<file path="src/pps_pkg.sv">
package pps_pkg;

   localparam int MAX_TASKS = 16;
   localparam int IDX_W     = $clog2(MAX_TASKS);
   localparam int CNT_W     = $clog2(MAX_TASKS + 1);
   localparam int TIME_W    = 24;
   localparam int ENTRY_W   = 5;

   localparam logic [TIME_W-1:0] TIME_MAX = '1;

   typedef enum logic [1:0] {
      OP_LOAD    = 2'd0,
      OP_TICK    = 2'd1,
      OP_RESTART = 2'd2,
      OP_NOP     = 2'd3
   } opcode_type;

   typedef struct packed {
      logic [15:0] id;
      logic [3:0]  prio;
      logic [15:0] arrival;
      logic [15:0] burst;
   } task_type;

   typedef enum logic [2:0] {
      ST_IDLE,
      ST_LOAD,
      ST_SWEEP,
      ST_SCAN,
      ST_UPDATE,
      ST_FIGURE,
      ST_RESULT
   } state_type;

   typedef struct packed {
      logic accept;
      logic load_wr;
      logic sweep;
      logic scan;
      logic clr_cnt;
      logic update;
      logic figure;
      logic out_load;
   } cmd_type;

   typedef struct packed {
      opcode_type op;
      logic       issue_done;
      logic       rd_busy;
   } status_type;

endpackage

</file>
<file path="src/pps_req_if.sv">
interface pps_req_if;
   logic        valid;
   logic        ready;
   logic [1:0]  opcode;
   logic [3:0]  slot;
   logic [15:0] task_id;
   logic [3:0]  task_priority;
   logic [15:0] arrival;
   logic [15:0] burst;

   modport source (
      output valid, opcode, slot, task_id, task_priority, arrival, burst,
      input  ready
   );
   modport sink (
      input  valid, opcode, slot, task_id, task_priority, arrival, burst,
      output ready
   );
endinterface

</file>
<file path="src/pps_rsp_if.sv">
interface pps_rsp_if;
   logic        valid;
   logic        ready;
   logic        ran_valid;
   logic [3:0]  ran_slot;
   logic [15:0] ran_id;
   logic        finished;
   logic [23:0] end_tick;
   logic [23:0] turnaround;
   logic [23:0] waiting;
   logic        all_done;
   logic [23:0] now;

   modport source (
      output valid, ran_valid, ran_slot, ran_id, finished, end_tick, turnaround,
             waiting, all_done, now,
      input  ready
   );
   modport sink (
      input  valid, ran_valid, ran_slot, ran_id, finished, end_tick, turnaround,
             waiting, all_done, now,
      output ready
   );
endinterface

</file>
<file path="src/pps_csr_if.sv">
interface pps_csr_if;
   logic       valid;
   logic       ready;
   logic [4:0] entries_in_use;

   modport source (
      output valid, entries_in_use,
      input  ready
   );
   modport sink (
      input  valid, entries_in_use,
      output ready
   );
endinterface

</file>
<file path="src/pps_ram.sv">
module pps_ram #(
   parameter int WIDTH = 8,
   parameter int DEPTH = 16
) (
   input  logic                     clock,
   input  logic                     wr_en,
   input  logic [$clog2(DEPTH)-1:0] wr_addr,
   input  logic [WIDTH-1:0]         wr_data,
   input  logic                     rd_en,
   input  logic [$clog2(DEPTH)-1:0] rd_addr,
   output logic [WIDTH-1:0]         rd_data
);

   logic [WIDTH-1:0] mem_ff [DEPTH];
   logic [WIDTH-1:0] rd_data_ff;

   always_ff @(posedge clock) begin
      if (wr_en) begin
         mem_ff[wr_addr] <= wr_data;
      end
      if (rd_en) begin
         rd_data_ff <= mem_ff[rd_addr];
      end
   end

   assign rd_data = rd_data_ff;

endmodule

</file>
<file path="src/pps_ctrl.sv">
module pps_ctrl (
   input  logic                 clock,
   input  logic                 reset,
   input  logic                 req_valid,
   input  logic [1:0]           req_opcode,
   input  logic                 rsp_ready,
   input  pps_pkg::status_type  stat,
   output pps_pkg::cmd_type     cmd,
   output logic                 req_ready,
   output logic                 rsp_valid
);

   pps_pkg::state_type state_ff, state_in;
   logic rsp_valid_ff, rsp_valid_in;
   logic pass_done;
   logic out_free;

   assign pass_done = stat.issue_done && !stat.rd_busy;
   assign out_free  = !rsp_valid_ff || rsp_ready;

   always_comb begin
      state_in = state_ff;
      unique case (state_ff)
         pps_pkg::ST_IDLE: begin
            if (req_valid) begin
               unique case (pps_pkg::opcode_type'(req_opcode))
                  pps_pkg::OP_LOAD:    state_in = pps_pkg::ST_LOAD;
                  pps_pkg::OP_RESTART: state_in = pps_pkg::ST_SWEEP;
                  pps_pkg::OP_TICK,
                  pps_pkg::OP_NOP:     state_in = pps_pkg::ST_SCAN;
               endcase
            end
         end
         pps_pkg::ST_LOAD: state_in = pps_pkg::ST_SCAN;
         pps_pkg::ST_SWEEP: begin
            if (pass_done) state_in = pps_pkg::ST_SCAN;
         end
         pps_pkg::ST_SCAN: begin
            if (pass_done) begin
               state_in = (stat.op == pps_pkg::OP_TICK) ? pps_pkg::ST_UPDATE
                                                         : pps_pkg::ST_RESULT;
            end
         end
         pps_pkg::ST_UPDATE: state_in = pps_pkg::ST_FIGURE;
         pps_pkg::ST_FIGURE: state_in = pps_pkg::ST_RESULT;
         pps_pkg::ST_RESULT: begin
            if (out_free) state_in = pps_pkg::ST_IDLE;
         end
         default: state_in = pps_pkg::ST_IDLE;
      endcase
   end

   always_comb begin
      cmd          = '0;
      req_ready    = 1'b0;
      unique case (state_ff)
         pps_pkg::ST_IDLE: begin
            req_ready  = 1'b1;
            cmd.accept = req_valid;
         end
         pps_pkg::ST_LOAD:   cmd.load_wr = 1'b1;
         pps_pkg::ST_SWEEP: begin
            cmd.sweep   = 1'b1;
            cmd.clr_cnt = pass_done;
         end
         pps_pkg::ST_SCAN:   cmd.scan   = 1'b1;
         pps_pkg::ST_UPDATE: cmd.update = 1'b1;
         pps_pkg::ST_FIGURE: cmd.figure = 1'b1;
         pps_pkg::ST_RESULT: cmd.out_load = out_free;
         default: ;
      endcase
   end

   always_comb begin
      rsp_valid_in = rsp_valid_ff;
      priority if (cmd.out_load) rsp_valid_in = 1'b1;
      else if (rsp_ready)        rsp_valid_in = 1'b0;
   end

   always_ff @(posedge clock) begin
      if (reset) begin
         state_ff     <= pps_pkg::ST_IDLE;
         rsp_valid_ff <= 1'b0;
      end else begin
         state_ff     <= state_in;
         rsp_valid_ff <= rsp_valid_in;
      end
   end

   assign rsp_valid = rsp_valid_ff;

endmodule

</file>
<file path="src/pps_datapath.sv">
module pps_datapath (
   input  logic                 clock,
   input  logic                 reset,
   input  pps_pkg::cmd_type     cmd,
   output pps_pkg::status_type  stat,
   input  logic [1:0]           req_opcode,
   input  logic [3:0]           req_slot,
   input  logic [15:0]          req_task_id,
   input  logic [3:0]           req_task_priority,
   input  logic [15:0]          req_arrival,
   input  logic [15:0]          req_burst,
   input  logic                 csr_wr,
   input  logic [4:0]           csr_entries,
   output logic                 rsp_ran_valid,
   output logic [3:0]           rsp_ran_slot,
   output logic [15:0]          rsp_ran_id,
   output logic                 rsp_finished,
   output logic [23:0]          rsp_end_tick,
   output logic [23:0]          rsp_turnaround,
   output logic [23:0]          rsp_waiting,
   output logic                 rsp_all_done,
   output logic [23:0]          rsp_now
);

   localparam int IDX_W  = pps_pkg::IDX_W;
   localparam int CNT_W  = pps_pkg::CNT_W;
   localparam int TIME_W = pps_pkg::TIME_W;

   // latched item
   pps_pkg::opcode_type op_ff;
   logic [3:0]          slot_ff;
   pps_pkg::task_type   load_task_ff;

   logic [pps_pkg::ENTRY_W-1:0] entries_ff;

   // scan / sweep pass
   logic [CNT_W-1:0] cnt_ff, cnt_in;
   logic             rd_vld_ff;
   logic [IDX_W-1:0] rd_idx_ff;
   logic [CNT_W-1:0] n_active;
   logic [CNT_W-1:0] limit;
   logic             issue;
   logic             issue_done;

   // best candidate
   logic              found_ff;
   logic [IDX_W-1:0]  best_idx_ff;
   pps_pkg::task_type best_task_ff;
   logic [15:0]       best_rem_ff;
   logic [CNT_W-1:0]  busy_ff;

   logic [TIME_W-1:0] now_ff;
   logic [TIME_W-1:0] fin_ff;
   logic [TIME_W-1:0] tat_ff;
   logic              ran_ff;
   logic              fin_flag_ff;

   // memories
   pps_pkg::task_type table_rd;
   logic [$bits(pps_pkg::task_type)-1:0] table_rd_raw;
   logic [15:0]       rem_rd;
   logic              slot_ok;
   logic              rem_wr_en;
   logic [IDX_W-1:0]  rem_wr_addr;
   logic [15:0]       rem_wr_data;

   logic rem_nz;
   logic eligible;
   logic better;
   logic [TIME_W-1:0] wait_val;

   // output register
   logic              o_ran_ff;
   logic [3:0]        o_slot_ff;
   logic [15:0]       o_id_ff;
   logic              o_fin_ff;
   logic [TIME_W-1:0] o_fin_time_ff;
   logic [TIME_W-1:0] o_tat_ff;
   logic [TIME_W-1:0] o_wait_ff;
   logic              o_all_done_ff;
   logic [TIME_W-1:0] o_now_ff;

   always_comb begin
      if (32'(entries_ff) > pps_pkg::MAX_TASKS) n_active = CNT_W'(pps_pkg::MAX_TASKS);
      else                                      n_active = CNT_W'(entries_ff);
   end

   assign limit      = cmd.sweep ? CNT_W'(pps_pkg::MAX_TASKS) : n_active;
   assign issue_done = (cnt_ff == limit);
   assign issue      = (cmd.sweep || cmd.scan) && !issue_done;
   assign slot_ok    = 32'(slot_ff) < pps_pkg::MAX_TASKS;

   always_comb begin
      cnt_in = cnt_ff;
      priority if (cmd.accept || cmd.clr_cnt) cnt_in = '0;
      else if (issue)                          cnt_in = cnt_ff + CNT_W'(1);
   end

   assign stat.op         = op_ff;
   assign stat.issue_done = issue_done;
   assign stat.rd_busy    = rd_vld_ff;

   pps_ram #(
      .WIDTH ($bits(pps_pkg::task_type)),
      .DEPTH (pps_pkg::MAX_TASKS)
   ) u_table (
      .clock   (clock),
      .wr_en   (cmd.load_wr && slot_ok),
      .wr_addr (IDX_W'(slot_ff)),
      .wr_data (load_task_ff),
      .rd_en   (issue),
      .rd_addr (cnt_ff[IDX_W-1:0]),
      .rd_data (table_rd_raw)
   );

   assign table_rd = pps_pkg::task_type'(table_rd_raw);

   // remaining time: written by load, restart sweep and the tick update
   always_comb begin
      rem_wr_en   = 1'b0;
      rem_wr_addr = IDX_W'(slot_ff);
      rem_wr_data = load_task_ff.burst;
      if (cmd.load_wr) begin
         rem_wr_en = slot_ok;
      end else if (cmd.sweep && rd_vld_ff) begin
         rem_wr_en   = 1'b1;
         rem_wr_addr = rd_idx_ff;
         rem_wr_data = table_rd.burst;
      end else if (cmd.update && found_ff) begin
         rem_wr_en   = 1'b1;
         rem_wr_addr = best_idx_ff;
         rem_wr_data = best_rem_ff - 16'd1;
      end
   end

   pps_ram #(
      .WIDTH (16),
      .DEPTH (pps_pkg::MAX_TASKS)
   ) u_remaining (
      .clock   (clock),
      .wr_en   (rem_wr_en),
      .wr_addr (rem_wr_addr),
      .wr_data (rem_wr_data),
      .rd_en   (issue),
      .rd_addr (cnt_ff[IDX_W-1:0]),
      .rd_data (rem_rd)
   );

   assign rem_nz   = (rem_rd != 16'd0);
   assign eligible = rem_nz && (TIME_W'(table_rd.arrival) <= now_ff);
   // strict compare keeps the lowest slot on a tie
   assign better   = eligible && (!found_ff || (table_rd.prio < best_task_ff.prio));

   always_ff @(posedge clock) begin
      if (reset) begin
         entries_ff  <= '0;
         cnt_ff      <= '0;
         rd_vld_ff   <= 1'b0;
         found_ff    <= 1'b0;
         busy_ff     <= '0;
         now_ff      <= '0;
         ran_ff      <= 1'b0;
         fin_flag_ff <= 1'b0;
         op_ff       <= pps_pkg::OP_NOP;
      end else begin
         cnt_ff    <= cnt_in;
         rd_vld_ff <= issue;
         if (csr_wr) entries_ff <= csr_entries;
         if (cmd.accept) begin
            op_ff       <= pps_pkg::opcode_type'(req_opcode);
            found_ff    <= 1'b0;
            busy_ff     <= '0;
            ran_ff      <= 1'b0;
            fin_flag_ff <= 1'b0;
            if (pps_pkg::opcode_type'(req_opcode) == pps_pkg::OP_RESTART) now_ff <= '0;
         end
         if (cmd.scan && rd_vld_ff) begin
            busy_ff <= busy_ff + CNT_W'(rem_nz);
            if (better) found_ff <= 1'b1;
         end
         if (cmd.update) begin
            ran_ff      <= found_ff;
            fin_flag_ff <= found_ff && (best_rem_ff == 16'd1);
            if (now_ff != pps_pkg::TIME_MAX) now_ff <= now_ff + TIME_W'(1);
         end
      end
   end

   always_ff @(posedge clock) begin
      rd_idx_ff <= cnt_ff[IDX_W-1:0];
      if (cmd.accept) begin
         slot_ff              <= req_slot;
         load_task_ff.id      <= req_task_id;
         load_task_ff.prio    <= req_task_priority;
         load_task_ff.arrival <= req_arrival;
         load_task_ff.burst   <= req_burst;
      end
      if (cmd.scan && rd_vld_ff && better) begin
         best_idx_ff  <= rd_idx_ff;
         best_task_ff <= table_rd;
         best_rem_ff  <= rem_rd;
      end
      if (cmd.update) begin
         fin_ff <= (now_ff == pps_pkg::TIME_MAX) ? pps_pkg::TIME_MAX : now_ff + TIME_W'(1);
      end
      if (cmd.figure) begin
         tat_ff <= fin_ff - TIME_W'(best_task_ff.arrival);
      end
   end

   assign wait_val = (tat_ff >= TIME_W'(best_task_ff.burst))
                     ? tat_ff - TIME_W'(best_task_ff.burst) : '0;

   always_ff @(posedge clock) begin
      if (cmd.out_load) begin
         o_ran_ff      <= ran_ff;
         o_slot_ff     <= ran_ff ? 4'(best_idx_ff) : 4'd0;
         o_id_ff       <= ran_ff ? best_task_ff.id : 16'd0;
         o_fin_ff      <= fin_flag_ff;
         o_fin_time_ff <= fin_flag_ff ? fin_ff : '0;
         o_tat_ff      <= fin_flag_ff ? tat_ff : '0;
         o_wait_ff     <= fin_flag_ff ? wait_val : '0;
         // the finishing task was still counted as busy during the scan
         o_all_done_ff <= (busy_ff == CNT_W'(fin_flag_ff));
         o_now_ff      <= now_ff;
      end
   end

   assign rsp_ran_valid   = o_ran_ff;
   assign rsp_ran_slot    = o_slot_ff;
   assign rsp_ran_id      = o_id_ff;
   assign rsp_finished    = o_fin_ff;
   assign rsp_end_tick    = o_fin_time_ff;
   assign rsp_turnaround  = o_tat_ff;
   assign rsp_waiting     = o_wait_ff;
   assign rsp_all_done    = o_all_done_ff;
   assign rsp_now         = o_now_ff;

endmodule

</file>
<file path="src/preemptive_priority_scheduler.sv">
// channel   dir  handshake      payload
// req_chan  in   valid/ready    opcode, slot, task_id, task_priority, arrival, burst
// rsp_chan  out  valid/ready    ran_valid ... now, one item per request item
// csr_chan  in   valid/ready    entries_in_use, always ready
//
// a tick steps through accept, n table reads (n = active slots, 0 to MAX_TASKS), the
// read return, pass end, update, figure and result load; a no-op, load or restart skips
// update and figure, a load adds a table write before the scan and a restart a copy
// sweep of all MAX_TASKS slots; with no slot in use the scan issues no table read
// synchronous reset clears the tick counter, slot count and handshake state
// a new item is taken while the previous result waits; a stalled result holds the
// block in its result step until the result register frees up
module preemptive_priority_scheduler (
   input  logic     clock,
   input  logic     reset,
   pps_req_if.sink  req_chan,
   pps_rsp_if.source rsp_chan,
   pps_csr_if.sink  csr_chan
);

   pps_pkg::cmd_type    cmd;
   pps_pkg::status_type stat;

   assign csr_chan.ready = 1'b1;

   pps_ctrl u_ctrl (
      .clock      (clock),
      .reset      (reset),
      .req_valid  (req_chan.valid),
      .req_opcode (req_chan.opcode),
      .rsp_ready  (rsp_chan.ready),
      .stat       (stat),
      .cmd        (cmd),
      .req_ready  (req_chan.ready),
      .rsp_valid  (rsp_chan.valid)
   );

   pps_datapath u_datapath (
      .clock             (clock),
      .reset             (reset),
      .cmd               (cmd),
      .stat              (stat),
      .req_opcode        (req_chan.opcode),
      .req_slot          (req_chan.slot),
      .req_task_id       (req_chan.task_id),
      .req_task_priority (req_chan.task_priority),
      .req_arrival       (req_chan.arrival),
      .req_burst         (req_chan.burst),
      .csr_wr            (csr_chan.valid && csr_chan.ready),
      .csr_entries       (csr_chan.entries_in_use),
      .rsp_ran_valid     (rsp_chan.ran_valid),
      .rsp_ran_slot      (rsp_chan.ran_slot),
      .rsp_ran_id        (rsp_chan.ran_id),
      .rsp_finished      (rsp_chan.finished),
      .rsp_end_tick      (rsp_chan.end_tick),
      .rsp_turnaround    (rsp_chan.turnaround),
      .rsp_waiting       (rsp_chan.waiting),
      .rsp_all_done      (rsp_chan.all_done),
      .rsp_now           (rsp_chan.now)
   );

   // a result is never written over one that is still waiting
   a_no_overwrite: assert property (@(posedge clock) disable iff (reset)
      cmd.out_load |-> (!rsp_chan.valid || rsp_chan.ready))
      else $error("result register loaded while previous result pending");

   // one item at a time
   a_single_item: assert property (@(posedge clock) disable iff (reset)
      (req_chan.valid && req_chan.ready) |=> !req_chan.ready)
      else $error("second item accepted while one is in progress");

   // no memory read in flight when idle
   a_idle_quiet: assert property (@(posedge clock) disable iff (reset)
      req_chan.ready |-> !stat.rd_busy)
      else $error("table read pending while ready for a new item");

endmodule
</file>
<file path="src/flat_wrapper.sv">
// flat-port wrapper written by rule: the top's interface ports become plain ports
module preemptive_priority_scheduler_flat 
  (clock, reset, req_chan_valid, req_chan_opcode, req_chan_slot, req_chan_task_id, req_chan_task_priority, req_chan_arrival, req_chan_burst, req_chan_ready, rsp_chan_valid, rsp_chan_ran_valid, rsp_chan_ran_slot, rsp_chan_ran_id, rsp_chan_finished, rsp_chan_end_tick, rsp_chan_turnaround, rsp_chan_waiting, rsp_chan_all_done, rsp_chan_now, rsp_chan_ready, csr_chan_valid, csr_chan_entries_in_use, csr_chan_ready);
  pps_req_if req_chan_i ();
  pps_rsp_if rsp_chan_i ();
  pps_csr_if csr_chan_i ();
  input  logic clock;
  input  logic reset;
  input wire logic [$bits(req_chan_i.valid)-1:0] req_chan_valid;
  input wire logic [$bits(req_chan_i.opcode)-1:0] req_chan_opcode;
  input wire logic [$bits(req_chan_i.slot)-1:0] req_chan_slot;
  input wire logic [$bits(req_chan_i.task_id)-1:0] req_chan_task_id;
  input wire logic [$bits(req_chan_i.task_priority)-1:0] req_chan_task_priority;
  input wire logic [$bits(req_chan_i.arrival)-1:0] req_chan_arrival;
  input wire logic [$bits(req_chan_i.burst)-1:0] req_chan_burst;
  output wire logic [$bits(req_chan_i.ready)-1:0] req_chan_ready;
  output wire logic [$bits(rsp_chan_i.valid)-1:0] rsp_chan_valid;
  output wire logic [$bits(rsp_chan_i.ran_valid)-1:0] rsp_chan_ran_valid;
  output wire logic [$bits(rsp_chan_i.ran_slot)-1:0] rsp_chan_ran_slot;
  output wire logic [$bits(rsp_chan_i.ran_id)-1:0] rsp_chan_ran_id;
  output wire logic [$bits(rsp_chan_i.finished)-1:0] rsp_chan_finished;
  output wire logic [$bits(rsp_chan_i.end_tick)-1:0] rsp_chan_end_tick;
  output wire logic [$bits(rsp_chan_i.turnaround)-1:0] rsp_chan_turnaround;
  output wire logic [$bits(rsp_chan_i.waiting)-1:0] rsp_chan_waiting;
  output wire logic [$bits(rsp_chan_i.all_done)-1:0] rsp_chan_all_done;
  output wire logic [$bits(rsp_chan_i.now)-1:0] rsp_chan_now;
  input wire logic [$bits(rsp_chan_i.ready)-1:0] rsp_chan_ready;
  input wire logic [$bits(csr_chan_i.valid)-1:0] csr_chan_valid;
  input wire logic [$bits(csr_chan_i.entries_in_use)-1:0] csr_chan_entries_in_use;
  output wire logic [$bits(csr_chan_i.ready)-1:0] csr_chan_ready;
  assign req_chan_i.valid = req_chan_valid;
  assign req_chan_i.opcode = req_chan_opcode;
  assign req_chan_i.slot = req_chan_slot;
  assign req_chan_i.task_id = req_chan_task_id;
  assign req_chan_i.task_priority = req_chan_task_priority;
  assign req_chan_i.arrival = req_chan_arrival;
  assign req_chan_i.burst = req_chan_burst;
  assign req_chan_ready = req_chan_i.ready;
  assign rsp_chan_valid = rsp_chan_i.valid;
  assign rsp_chan_ran_valid = rsp_chan_i.ran_valid;
  assign rsp_chan_ran_slot = rsp_chan_i.ran_slot;
  assign rsp_chan_ran_id = rsp_chan_i.ran_id;
  assign rsp_chan_finished = rsp_chan_i.finished;
  assign rsp_chan_end_tick = rsp_chan_i.end_tick;
  assign rsp_chan_turnaround = rsp_chan_i.turnaround;
  assign rsp_chan_waiting = rsp_chan_i.waiting;
  assign rsp_chan_all_done = rsp_chan_i.all_done;
  assign rsp_chan_now = rsp_chan_i.now;
  assign rsp_chan_i.ready = rsp_chan_ready;
  assign csr_chan_i.valid = csr_chan_valid;
  assign csr_chan_i.entries_in_use = csr_chan_entries_in_use;
  assign csr_chan_ready = csr_chan_i.ready;
  preemptive_priority_scheduler u_core (.clock(clock), .reset(reset), .req_chan(req_chan_i), .rsp_chan(rsp_chan_i), .csr_chan(csr_chan_i));
endmodule
</file>
<file path="config.mk">
export PLATFORM = sky130hd
export DESIGN_NAME = preemptive_priority_scheduler_flat
export DESIGN_NICKNAME = d
export VERILOG_FILES = /design/src/pps_pkg.sv /design/src/pps_req_if.sv /design/src/pps_rsp_if.sv /design/src/pps_csr_if.sv /design/src/pps_ram.sv /design/src/pps_ctrl.sv /design/src/pps_datapath.sv /design/src/preemptive_priority_scheduler.sv /design/src/flat_wrapper.sv
export SDC_FILE = /design/constraint.sdc
export NUM_CORES = 2
export LEC_CHECK = 0
export BUFFER_PORTS_ARGS = -buffer_cell sky130_fd_sc_hd__buf_4
export CAP_MARGIN = 20
export CORE_UTILIZATION = 35
export CTS_CLUSTER_SIZE = 8
export DETAILED_ROUTE_END_ITERATION = 10
export PLACE_DENSITY = 0.62
export SLEW_MARGIN = 15
export SYNTH_ARGS = -nofsm -noshare
export SYNTH_HDL_FRONTEND = slang
export SYNTH_SLANG_ARGS = --single-unit
</file>
<file path="constraint.sdc">
create_clock -name clock -period 11.41 [get_ports clock]
set_input_delay 1.7115 -clock clock [delete_from_list [all_inputs] [get_ports clock]]
set_output_delay 1.7115 -clock clock [all_outputs]
set_load 0.005 [all_outputs]
</file>
==> metrics.txt <==
# TYPE chip_impl_metric gauge
chip_impl_info{name="outcome",value="finished clean"} 1
chip_impl_metric{name="post-place-cells",unit=""} 5224
chip_impl_metric{name="rows",unit=""} 149
chip_impl_metric{name="post_detailed_placement_cell_area",unit="mm²"} 0.0629
chip_impl_info{name="synth_most_common_cell",value="sky130_fd_sc_hd__edfxtp_1"} 1
chip_impl_metric{name="worst-slew-pin-transition",unit="ns"} 1.10
chip_impl_metric{name="area_delta_synth_final",unit="%"} 17.0
chip_impl_metric{name="floorplan.die.height",unit="µm"} 411
chip_impl_metric{name="achievable-frequency",unit="MHz"} 239
chip_impl_info{name="tritoncts",value="yes"} 1
chip_impl_metric{name="drt_iter0_drc",unit=""} 2700
chip_impl_metric{name="path_max_fanout",unit=""} 33
chip_impl_metric{name="design.die.area",unit="mm²"} 0.169
chip_impl_metric{name="initial_utilization",unit="%"} 35.4
chip_impl_metric{name="cts.clk_slew.worst_paths",unit="ns"} 0.05
chip_impl_metric{name="yosys_register_bits",unit=""} 1504
chip_impl_metric{name="timing.final.setup_violations",unit=""} 0
chip_impl_metric{name="synthDistinctLibCells",unit=""} 80
chip_impl_info{name="rsz0062_at_grt",value="false"} 1
chip_impl_metric{name="grt_antenna_before_repair",unit=""} 4
chip_impl_metric{name="rrSetupSlack",unit="ns"} 7.23
chip_impl_metric{name="fillCellCount",unit=""} 14500
chip_impl_metric{name="cts.sink_count",unit=""} 1504
chip_impl_metric{name="post_layout_nonfiller_instances",unit=""} 5500
chip_impl_metric{name="final.period_utilization",unit="%"} 36.7
chip_impl_metric{name="synth_edf_count",unit=""} 1451
chip_impl_metric{name="cts_hold_buffers",unit=""} 0
chip_impl_metric{name="critPathArrivalTime",unit="ns"} 4.65
chip_impl_metric{name="avgViaCountPerCell",unit=""} 5.28
chip_impl_metric{name="detailroute.via_count",unit=""} 29000
chip_impl_metric{name="die_x",unit="µm"} 411
chip_impl_metric{name="relSlewSlack",unit="%"} 26.4
chip_impl_metric{name="post-cts-setup-buffers",unit=""} 0
chip_impl_metric{name="drcViolationCount",unit=""} 0
chip_impl_metric{name="synth-seq-area-share",unit="%"} 76.2
chip_impl_info{name="synth_ff_type",value="sky130_fd_sc_hd__edfxtp_1"} 1
chip_impl_metric{name="routed_wirelength",unit="µm"} 141000
chip_impl_info{name="min-delay-path-class",value="register to register"} 1
chip_impl_metric{name="boundaryPins",unit=""} 190
chip_impl_info{name="critical_path.startpoint",value="u_core.u_ctrl.state_ff[2]"} 1
chip_impl_metric{name="postCtsResizedCells",unit=""} 0
chip_impl_metric{name="setup_tns",unit="ns"} 0
chip_impl_metric{name="yosysWarningCount",unit=""} 0
chip_impl_metric{name="drive_above_1_share",unit="%"} 26.4
chip_impl_metric{name="final_period_minus_worst_setup_slack",unit="ns"} 4.18
chip_impl_info{name="r2r-start",value="u_core.u_ctrl.state_ff[2]"} 1
chip_impl_metric{name="maxSlewViolCount",unit=""} 0
chip_impl_metric{name="required_time_of_the_critical_path",unit="ns"} 11.88
chip_impl_metric{name="dp.final_hpwl",unit="µm"} 81200
chip_impl_info{name="worst_setup_path_end_kind",value="register"} 1
chip_impl_metric{name="static_leakage",unit="nW"} 21.7
chip_impl_info{name="worst-setup-path-type",value="register to register"} 1
chip_impl_metric{name="clockBufferDepth",unit=""} 3
chip_impl_metric{name="grt_pass1_wl",unit="µm"} 204000
chip_impl_metric{name="grt_max_degree",unit=""} 145
chip_impl_metric{name="port_buffers",unit=""} 188
chip_impl_metric{name="netlist_instances",unit=""} 2903
chip_impl_metric{name="finalWeightedCongestion",unit=""} 0.854
chip_impl_metric{name="synth_async_sr_flop_share",unit="%"} 0
chip_impl_metric{name="post-synth-top-area-fraction",unit="%"} 74.3
chip_impl_metric{name="mappedNetlistArea",unit="mm²"} 0.0586
chip_impl_metric{name="synth.net_count",unit=""} 3030
chip_impl_info{name="yosys-top-cells-area",value="sky130_fd_sc_hd__edfxtp_1 74%, sky130_fd_sc_hd__mux4_2 13%, sky130_fd_sc_hd__dfxtp_1 1.8%"} 1
chip_impl_metric{name="design_area",unit="mm²"} 0.0686
chip_impl_metric{name="hold_violations",unit=""} 0
chip_impl_metric{name="final.setup_skew",unit="ns"} 0.0456
chip_impl_metric{name="drt_pass1_iterations",unit=""} 5
chip_impl_info{name="startpoint_type_of_the_worst_setup_path",value="register"} 1
chip_impl_metric{name="detail-route-antenna-nets",unit=""} 0
chip_impl_metric{name="global_route.overflow_total",unit=""} 0
chip_impl_metric{name="std_cell_core_area",unit="mm²"} 0.166
chip_impl_info{name="ys_top_cells_by_count",value="1451 x sky130_fd_sc_hd__edfxtp_1, 340 x sky130_fd_sc_hd__mux4_2, 108 x sky130_fd_sc_hd__nor2_1"} 1
chip_impl_metric{name="fin_nets",unit=""} 3372
chip_impl_metric{name="reported_max_cap_violation_count",unit=""} 0
chip_impl_info{name="synth_top_cell_by_area",value="sky130_fd_sc_hd__edfxtp_1"} 1
chip_impl_metric{name="cts_htree_levels",unit=""} 4
chip_impl_metric{name="globalRouteTotalUtil",unit="%"} 16.6
chip_impl_metric{name="cts-buffers-inserted",unit=""} 206
chip_impl_metric{name="fin_hold_ws",unit="ns"} 0.419
chip_impl_metric{name="power_per_cell_area",unit="mW/mm²"} 181
chip_impl_metric{name="irDropWorstVdd",unit="V"} 0.000150
chip_impl_metric{name="wire_per_inst",unit="µm"} 25.6
chip_impl_metric{name="post_synthesis_mean_instance_area",unit="µm²"} 20.2
chip_impl_metric{name="first_global_vias",unit=""} 29300
chip_impl_metric{name="clk-insertion-delay-late",unit="ns"} 0.82
chip_impl_info{name="root_buffer",value="sky130_fd_sc_hd__clkbuf_16"} 1
chip_impl_info{name="hp-start",value="u_core.u_datapath.u_table.rd_data[48]"} 1
-- worst paths after layout --
path | endpoint | cells after the start
setup / recovery | u_core.u_datapath.u_remaining.mem_ff[15][0] | 8
hold / removal | u_core.u_datapath.best_task_ff[48] | 0
setup reg to reg | u_core.u_datapath.u_remaining.mem_ff[15][0] | 8
hold reg to reg | u_core.u_datapath.best_task_ff[48] | 0
-- through the flow --
step,utilization (%),setup WS [ns],total power [mW]
floorplan,-,4.11,6.85
global placement,38.0,7.37,7.10
detailed placement,38.0,7.32,7.12
CTS,41.4,7.29,12.6
global route,41.4,6.93,12.8
finish,41.4,7.23,12.4
-- power by group --
part           switching (mW)  leakage [nW]  internal, mW  total (mW)
clock                    2.18          2.74          3.26        5.44
combinational           0.332          5.41         0.286       0.618
sequential              0.142          13.6          6.24        6.38
total                    2.66          21.7          9.78        12.4
-- routing by layer --
layer / wire length (µm) / part of all wire (%) / track usage, % / vias up
met5: 19 / 0.013 / 0 / -
met4: 3140 / 2.2 / 4.84 / 2
met3: 9160 / 6.5 / 3.14 / 191
met2: 68200 / 48 / 26.8 / 1073
met1: 60400 / 43 / 23.0 / 15300
li1: - / - / - / 12500
-- cells in the final DEF (no fill, tap or decap), types with 6 or more instances in the layout --
master                      count
sky130_fd_sc_hd__a211oi_1      10
sky130_fd_sc_hd__a21o_1         9
sky130_fd_sc_hd__a21oi_1       73
sky130_fd_sc_hd__a311oi_1       9
sky130_fd_sc_hd__a31oi_1        9
sky130_fd_sc_hd__and2_1        74
sky130_fd_sc_hd__and3_1        11
sky130_fd_sc_hd__buf_4        250
sky130_fd_sc_hd__clkbuf_1      50
sky130_fd_sc_hd__clkbuf_16    208
sky130_fd_sc_hd__dfxtp_1       49
sky130_fd_sc_hd__edfxtp_1    1451
sky130_fd_sc_hd__ha_1          57
sky130_fd_sc_hd__inv_1         67
sky130_fd_sc_hd__mux2i_1        7
sky130_fd_sc_hd__mux4_2       340
sky130_fd_sc_hd__nand2_1       96
sky130_fd_sc_hd__nand2b_1      28
sky130_fd_sc_hd__nand3_1       37
sky130_fd_sc_hd__nand4_1       20
sky130_fd_sc_hd__nor2_1        94
sky130_fd_sc_hd__nor2_4        13
sky130_fd_sc_hd__nor2b_1        8
sky130_fd_sc_hd__nor3_1        37
sky130_fd_sc_hd__nor4_1        17
sky130_fd_sc_hd__o211ai_1      10
sky130_fd_sc_hd__o21a_1        10
sky130_fd_sc_hd__o21ai_0       51
sky130_fd_sc_hd__o22ai_1       18
sky130_fd_sc_hd__or3_1         15
sky130_fd_sc_hd__or4_1          6
sky130_fd_sc_hd__xnor2_1       34
sky130_fd_sc_hd__xor2_1        30
-- flip-flops by register name, indices dropped and copies added (netlist names), 24 cells and up --
register / flops
u_core.u_datapath.rsp_turnaround: 24
u_core.u_datapath.best_task_ff: 52
u_core.u_datapath.load_task_ff: 52
u_core.u_datapath.u_table.rd_data: 52
u_core.u_datapath.rsp_end_tick: 24
u_core.u_datapath.now_ff: 24
u_core.u_datapath.u_remaining.mem_ff: 256
u_core.u_datapath.u_table.mem_ff: 832
u_core.u_datapath.fin_ff: 24
u_core.u_datapath.tat_ff: 24
u_core.u_datapath.rsp_waiting: 24
u_core.u_datapath.rsp_now: 24
-- kinds of logic (layout without fill, tap and decap cells) --
family	count (synthesis)	in the layout	share of synthesized area, %
muxes	350	350	13.2
xor gates and xnor gates	64	64	0.956
adders and majority gates	59	59	1.29
AOI/OAI and AO/OA	243	243	2.61
and+or+nand+nor	493	493	4.41
other	1	2	0.00640
buffers and inverters	189	596	1.34
DFF	1504	1504	76.2
-- worst max-delay path, stage by stage, from the launching register on --
cell                      delay, ns
sky130_fd_sc_hd__dfxtp_1       0.60
sky130_fd_sc_hd__or3b_1        0.66
sky130_fd_sc_hd__inv_4         0.46
sky130_fd_sc_hd__and2_1        0.69
sky130_fd_sc_hd__nor2_1        0.19
sky130_fd_sc_hd__a21oi_1       0.32
sky130_fd_sc_hd__nand2_1       0.18
sky130_fd_sc_hd__nor2_1        0.42
sky130_fd_sc_hd__buf_4         0.32
-- area by class of cell --
cell class,instances,area (µm²),area share (%)
flip-flops and latches,1504,44600,65.1
repair buffers,253,1920,2.81
well taps,2189,2740,3.99
clock buffers,258,5390,7.86
clock inverters,15,264,0.385
diodes,1,2.50,0.00365
inverters,70,269,0.392
multi-input cells,1210,13300,19.5
Power figures use the tool's default switching activity.
